File: src/hw/rtl/spq_pkg.sv
// Shared types and codes for the sorted priority queue.
`default_nettype none
package spq_pkg;

  localparam int VALUE_W = 32;
  localparam int PRIO_W  = 8;
  localparam int STAT_W  = 2;
  localparam int FILL_W  = 5;

  localparam logic KIND_ENQ = 1'b0;
  localparam logic KIND_DEQ = 1'b1;

  localparam logic [STAT_W-1:0] ST_DONE      = 2'd0;
  localparam logic [STAT_W-1:0] ST_OVERFLOW  = 2'd1;
  localparam logic [STAT_W-1:0] ST_UNDERFLOW = 2'd2;

  typedef struct packed {
    logic signed [VALUE_W-1:0] value;
    logic [PRIO_W-1:0]         prio;
  } entry_t;

  typedef enum logic [1:0] {
    OP_HOLD,
    OP_ENQ,
    OP_DEQ
  } op_t;

  // Broadcast to every cell each cycle.
  typedef struct packed {
    op_t    op;
    entry_t new_entry;
  } ctl_t;

endpackage
`default_nettype wire

File: src/hw/rtl/spq_cell.sv
// One slot of the sorted queue: compare against the new item, hold or shift.
`default_nettype none
module spq_cell (
  input  wire logic            clk,
  input  wire logic            rst_n,
  input  wire spq_pkg::ctl_t   ctl,
  input  wire spq_pkg::entry_t left_entry,
  input  wire logic            left_valid,
  input  wire logic            left_keep,
  input  wire spq_pkg::entry_t right_entry,
  input  wire logic            right_valid,
  output spq_pkg::entry_t      entry,
  output logic                 valid,
  output logic                 keep
);

  spq_pkg::entry_t entry_r, entry_nxt;
  logic            valid_r, valid_nxt;

  // Sorted order makes keep a prefix of the chain.
  assign keep  = valid_r && (entry_r.prio <= ctl.new_entry.prio);
  assign entry = entry_r;
  assign valid = valid_r;

  always_comb begin
    entry_nxt = entry_r;
    valid_nxt = valid_r;
    case (ctl.op)
      spq_pkg::OP_ENQ: begin
        if (!keep) begin
          if (left_keep) begin
            entry_nxt = ctl.new_entry;
            valid_nxt = 1'b1;
          end else begin
            entry_nxt = left_entry;
            valid_nxt = left_valid;
          end
        end
      end
      spq_pkg::OP_DEQ: begin
        entry_nxt = right_entry;
        valid_nxt = right_valid;
      end
      default: begin
        entry_nxt = entry_r;
        valid_nxt = valid_r;
      end
    endcase
  end

  always_ff @(posedge clk) begin
    entry_r <= entry_nxt;
    if (!rst_n) begin
      valid_r <= 1'b0;
    end else begin
      valid_r <= valid_nxt;
    end
  end

endmodule
`default_nettype wire

File: src/hw/rtl/sorted_priority_queue_unit.sv
// Sorted priority queue: a row of DEPTH compare-and-shift slots, front at slot 0.
// The result is registered: it appears on the outputs in the cycle after the item is accepted.
// Throughput: one enqueue or dequeue per cycle while out_ready holds; every slot updates in parallel.
// Output register frees the input whenever the held result is taken.
// Reset (rst_n low, synchronous) empties the queue and drops any pending result.
`default_nettype none
module sorted_priority_queue_unit #(
  parameter int DEPTH = 16
) (
  input  wire logic                              clk,
  input  wire logic                              rst_n,
  input  wire logic                              in_valid,
  output logic                                   in_ready,
  input  wire logic                              in_kind,
  input  wire logic signed [spq_pkg::VALUE_W-1:0] in_item_value,
  input  wire logic [spq_pkg::PRIO_W-1:0]         in_priority_req,
  output logic                                   out_valid,
  input  wire logic                              out_ready,
  output logic [spq_pkg::STAT_W-1:0]              out_status,
  output logic                                   out_out_valid,
  output logic signed [spq_pkg::VALUE_W-1:0]      out_out_value,
  output logic [spq_pkg::PRIO_W-1:0]              out_out_priority,
  output logic [spq_pkg::FILL_W-1:0]              out_fill_count
);

  localparam int OCC_W = $clog2(DEPTH + 1);

  spq_pkg::ctl_t   ctl;
  spq_pkg::entry_t entry_w [DEPTH];
  logic            valid_w [DEPTH];
  logic            keep_w  [DEPTH];

  logic [OCC_W-1:0] occ_r, occ_nxt;
  logic             full, empty, accept;

  logic                               out_valid_r, out_valid_nxt;
  logic [spq_pkg::STAT_W-1:0]         status_r, status_nxt;
  logic                               ent_valid_r, ent_valid_nxt;
  logic signed [spq_pkg::VALUE_W-1:0] value_r, value_nxt;
  logic [spq_pkg::PRIO_W-1:0]         prio_r, prio_nxt;
  logic [spq_pkg::FILL_W-1:0]         fill_r, fill_nxt;

  assign full     = (occ_r == OCC_W'(DEPTH));
  assign empty    = (occ_r == '0);
  assign in_ready = !out_valid_r || out_ready;
  assign accept   = in_valid && in_ready;

  always_comb begin
    ctl.new_entry.value = in_item_value;
    ctl.new_entry.prio  = in_priority_req;
    ctl.op              = spq_pkg::OP_HOLD;
    occ_nxt             = occ_r;
    status_nxt          = status_r;
    ent_valid_nxt       = ent_valid_r;
    value_nxt           = value_r;
    prio_nxt            = prio_r;
    fill_nxt            = fill_r;
    out_valid_nxt       = out_valid_r && !out_ready;
    if (accept) begin
      out_valid_nxt = 1'b1;
      status_nxt    = spq_pkg::ST_DONE;
      ent_valid_nxt = 1'b0;
      value_nxt     = '0;
      prio_nxt      = '0;
      if (in_kind == spq_pkg::KIND_ENQ) begin
        if (full) begin
          status_nxt = spq_pkg::ST_OVERFLOW;
        end else begin
          ctl.op  = spq_pkg::OP_ENQ;
          occ_nxt = occ_r + OCC_W'(1);
        end
      end else begin
        if (empty) begin
          status_nxt = spq_pkg::ST_UNDERFLOW;
        end else begin
          ctl.op        = spq_pkg::OP_DEQ;
          occ_nxt       = occ_r - OCC_W'(1);
          ent_valid_nxt = 1'b1;
          value_nxt     = entry_w[0].value;
          prio_nxt      = entry_w[0].prio;
        end
      end
      fill_nxt = spq_pkg::FILL_W'(occ_nxt);
    end
  end

  for (genvar i = 0; i < DEPTH; i++) begin : g_cell
    spq_pkg::entry_t left_entry, right_entry;
    logic            left_valid, left_keep, right_valid;

    if (i == 0) begin : g_head
      // Insertion lands at the front when no slot keeps its place.
      assign left_entry = ctl.new_entry;
      assign left_valid = 1'b0;
      assign left_keep  = 1'b1;
    end else begin : g_mid
      assign left_entry = entry_w[i-1];
      assign left_valid = valid_w[i-1];
      assign left_keep  = keep_w[i-1];
    end

    if (i == DEPTH - 1) begin : g_tail
      assign right_entry = ctl.new_entry;
      assign right_valid = 1'b0;
    end else begin : g_body
      assign right_entry = entry_w[i+1];
      assign right_valid = valid_w[i+1];
    end

    spq_cell u_cell (
      .clk         (clk),
      .rst_n       (rst_n),
      .ctl         (ctl),
      .left_entry  (left_entry),
      .left_valid  (left_valid),
      .left_keep   (left_keep),
      .right_entry (right_entry),
      .right_valid (right_valid),
      .entry       (entry_w[i]),
      .valid       (valid_w[i]),
      .keep        (keep_w[i])
    );
  end

  always_ff @(posedge clk) begin
    status_r    <= status_nxt;
    ent_valid_r <= ent_valid_nxt;
    value_r     <= value_nxt;
    prio_r      <= prio_nxt;
    fill_r      <= fill_nxt;
    if (!rst_n) begin
      occ_r       <= '0;
      out_valid_r <= 1'b0;
    end else begin
      occ_r       <= occ_nxt;
      out_valid_r <= out_valid_nxt;
    end
  end

  assign out_valid        = out_valid_r;
  assign out_status       = status_r;
  assign out_out_valid    = ent_valid_r;
  assign out_out_value    = value_r;
  assign out_out_priority = prio_r;
  assign out_fill_count   = fill_r;

endmodule
`default_nettype wire
File: config.mk
export PLATFORM = sky130hd
export DESIGN_NAME = sorted_priority_queue_unit
export DESIGN_NICKNAME = d
export VERILOG_FILES = /design/src/hw/rtl/spq_pkg.sv /design/src/hw/rtl/spq_cell.sv /design/src/hw/rtl/sorted_priority_queue_unit.sv
export SDC_FILE = /design/constraint.sdc
export NUM_CORES = 2
export LEC_CHECK = 0
export ABC_AREA = 1
export CAP_MARGIN = 20
export CORE_MARGIN = 10
export CORE_UTILIZATION = 65
export CTS_CLUSTER_SIZE = 14
export DETAILED_ROUTE_END_ITERATION = 8
export DONT_BUFFER_PORTS = 1
export PLACE_DENSITY = 0.81
export RECOVER_POWER = 100
export REMOVE_ABC_BUFFERS = 1
export SLEW_MARGIN = 20
export SYNTH_ARGS = -nofsm -noshare
export SYNTH_HDL_FRONTEND = slang
export SYNTH_SLANG_ARGS = --single-unit
File: constraint.sdc
create_clock -name clk -period 4.1 [get_ports clk]
set_input_delay 0.41 -clock clk [delete_from_list [all_inputs] [get_ports clk]]
set_output_delay 0.41 -clock clk [all_outputs]
set_load 0.05 [all_outputs]
==> results.sh <==
export IMPL_tightest_slew_ps=1750
export IMPL_fmax_mhz=284
export IMPL_die_w_um=271
export IMPL_leakage_nw=19.7
export IMPL_worst_path_max_delay_cell="clkbuf_2"
export IMPL_port_buffers=0
export IMPL_cts_tree="yes"
export IMPL_critPathLaunchType="flop"
export IMPL_clock_root_buffer="clkbuf_16"
export IMPL_asyncSetResetFlopFracSynth=0
export IMPL_yosysWarningCount=0
export IMPL_peakVddDrop_v=0.000384
export IMPL_globalRouteTotalUtil=0.261
export IMPL_finalCritPeriodShare=0.857
export IMPL_synthAdderAreaFrac=0.0402
export IMPL_finClkSkew_ps=22.2
export IMPL_multi_input_area_sq_um=15200
export IMPL_min_path_cells=2
export IMPL_row_count=91
export IMPL_netlist_area_leader_share=0.507
export IMPL_internal_power_w=0.0146
export IMPL_synth_ff_type="edfxtp_1"
export IMPL_path_class="flop to flop"
export IMPL_n_fill_cell=4840
export IMPL_synth_top_family_by_area="simple AND/OR/NAND/NOR gates"
export IMPL_grt_max_degree=226
export IMPL_power_frac_comb=0.224
export IMPL_maxCapViolCount=1
export IMPL_synth_compound_area_share=0.0784
export IMPL_setup_viol=0
export IMPL_seq_area_frac_synth=0.517
export IMPL_cts_buffer_depth=3
export IMPL_synth_edff_count=688
export IMPL_r2r_setup_slack_ps=580
export IMPL_yosysMostFrequentCell="nand2_1"
export IMPL_place_congestion=0.828
export IMPL_core_sq_um=61900
export IMPL_clkPwrFrac=0.310
export IMPL_hp_class="input pin to flop"
export IMPL_syn_area_per_cell_sq_um=8.31
export IMPL_drive_gt1_frac=0.0405
export IMPL_crit_required_ps=4350
export IMPL_synth_area_sq_um=40800
export IMPL_worst_skew_pair_late_latency_ps=640
export IMPL_min_delay_start="in_priority_req[7]"
export IMPL_synthTopCellsByCount="1116 x nand2_1, 1098 x nand3_1, 708 x inv_1"
export IMPL_first_iter_violations=4456
export IMPL_ys_top_cells_by_area="edfxtp_1 51%, nand3_1 13%, nand2_1 10%, inv_1 6.5%, ha_1 4.0%"
export IMPL_area_delta_synth_final_pct=6.60
export IMPL_vias=32637
export IMPL_first_global_vias=29900
export IMPL_rsz0062_at_grt="false"
export IMPL_first_pass_iters=6
export IMPL_drc=0
export IMPL_rr_endpoint="g_cell[4].u_cell.entry[22]"
export IMPL_ant_nets=0
export IMPL_cp_data_arrival_time_ps=3770
export IMPL_sequentialPowerShare=0.467
export IMPL_r2r_start="occ_r[0]"
export IMPL_htree_num_levels=3
export IMPL_synth_cell_type_count=33
export IMPL_avgRoutedWirePerCell_um=17.4
export IMPL_drv_slew=49
export IMPL_p_sw_w=0.00680
export IMPL_avgViaCountPerCell=5.79
export IMPL_status="complete, but fails checks"
export IMPL_fin_util=0.702
export IMPL_synth_xor_area_frac=0.00129
export IMPL_place_hpwl_um=67700
export IMPL_ys_ff_latch=710
export IMPL_min_to="g_cell[15].u_cell.entry[7]"
export IMPL_syn_instance_count=4911
export IMPL_die_area_sq_um=73200
export IMPL_cts_sinks=710
export IMPL_clk_pin_slew_ps=60
export IMPL_grt_pass1_wl_um=160000
export IMPL_p_per_area_nw_per_um2=493
export IMPL_grt_overflow=0
export IMPL_switching_share=0.317
export IMPL_ff_latch_area_sq_um=21100
export IMPL_cpPeakStageDelay_ps=630
export IMPL_worstPathCellList="inv_1, ha_1, nand3_1, nand2_4, nor2_1, inv_8, nand2_1, clkbuf_2"
export IMPL_synthMuxAreaShare=0
export IMPL_io_pins=95
export IMPL_crit_path_max_fanout=102
export IMPL_wl_um=98100
export IMPL_layout_nets=4907
export IMPL_rr_worst_depth=8
export IMPL_endpoint_kind="flop"
export IMPL_start_util=0.659
export IMPL_tns_ps=0
export IMPL_post_route_min_period_ps=3520
export IMPL_max_slew_margin=-0.169
export IMPL_cts_buffers=76
export IMPL_die_h_um=271
export IMPL_yosysTopAreaCell="edfxtp_1"
export IMPL_hold_violations=0
export IMPL_synth_simple_area_share=0.253
export IMPL_violations="capacitance limit, slew limit"
export IMPL_grt_antenna_before_repair=8
[metal layers]
layer,vias up,share of wire,track usage
li1,16083,-,-
met1,14766,0.44,0.383
met2,1632,0.44,0.392
met3,154,0.10,0.0476
met4,2,0.022,0.0731
met5,-,0.00018,0
[layout make-up]
type	instances	share of cell area
Inverter	709	0.0614
Clock buffer	100	0.0472
Timing Repair Buffer	121	0.0245
Tap cell	837	0.0241
Clock inverter	38	0.00771
Multi-Input combinational cell	3113	0.350
Antenna cell	5	0.000288
Sequential cell	710	0.485
[worst max-delay path by stage]
| stage | from | endpoint | slack, ps | depth (start not counted) |
|---|---|---|---|---|
| after floorplan | out_valid | g_cell[10].u_cell.entry[0] | -10530 | 5 |
| after global placement | out_valid | g_cell[15].u_cell.entry[5] | 910 | 7 |
| after detailed placement | out_valid | g_cell[15].u_cell.entry[6] | 850 | 7 |
| after CTS | out_valid | g_cell[15].u_cell.entry[7] | 810 | 7 |
| after global routing | occ_r[1] | g_cell[4].u_cell.entry[22] | 310 | 8 |
| final | occ_r[0] | g_cell[4].u_cell.entry[22] | 580 | 8 |
[cell families after synthesis]
logic type | after synthesis
fa+ha+maj | 131
buf+inv | 1088
compound gates | 620
flops | 710
xor+xnor | 6
simple gates | 2356
[sequential cells by signal, indices dropped and copies added, names as in the netlist]
signal	cells
g_cell.u_cell.entry	640
out_out_value	32
g_cell.u_cell.valid	16
out_out_priority	8
occ_r	5
out_fill_count	5
out_status	2
out_out_valid	1
out_valid	1
[cells in the final DEF (no fill, tap or decap), drive strengths merged, types with 5 or more instances in the layout]
cell type and count:
o21bai 13, diode 5, dlygate4sd3 37, nor2 107
edfxtp 688, a31oi 39, o21ai 508, clkbuf 113
nand3 1099, clkinvlp 5, a21oi 54, ha 131
nor3 14, dfxtp 22, nand2 1118, nand4 17
clkinv 26, buf 71, inv 713
[worst max-delay path, delay by kind of cell, from the launching register on]
family / cells / cell delay (ps)
fa+ha+maj: 1 / 220
simple gates: 4 / 1450
buf+inv: 3 / 1040
flops: 1 / 380
[what timing repair did]
item,in CTS,in global routing
hold buffers,37,0
gates resized for setup,0,0
endpoints found under the hold margin,52,0
buffers inserted,0,0
[stage by stage]
step	hold slack, ps	std cells	power [W]	cell area, sq um	worst slack (ps)
2_1_floorplan	462	4532	0.0137	39000	-10530
3_3_place_gp	484	5453	0.0147	40800	907
3_5_place_dp	487	5453	0.0149	40800	851
4_1_cts	3.78	5628	0.0215	43600	809
5_1_grt	31.8	5629	0.0226	43500	308
6_report	19.7	5633	0.0214	43500	585
[power by group through the flow]
stage	clock, W	combinational (W)	sequential, W
floorplan	0	0.00344	0.0102
global placement	0	0.00456	0.0101
detailed placement	0	0.00474	0.0101
CTS	0.00671	0.00482	0.0100
global route	0.00702	0.00547	0.0101
finish	0.00664	0.00480	0.0100
Power figures use the tool's default switching activity.
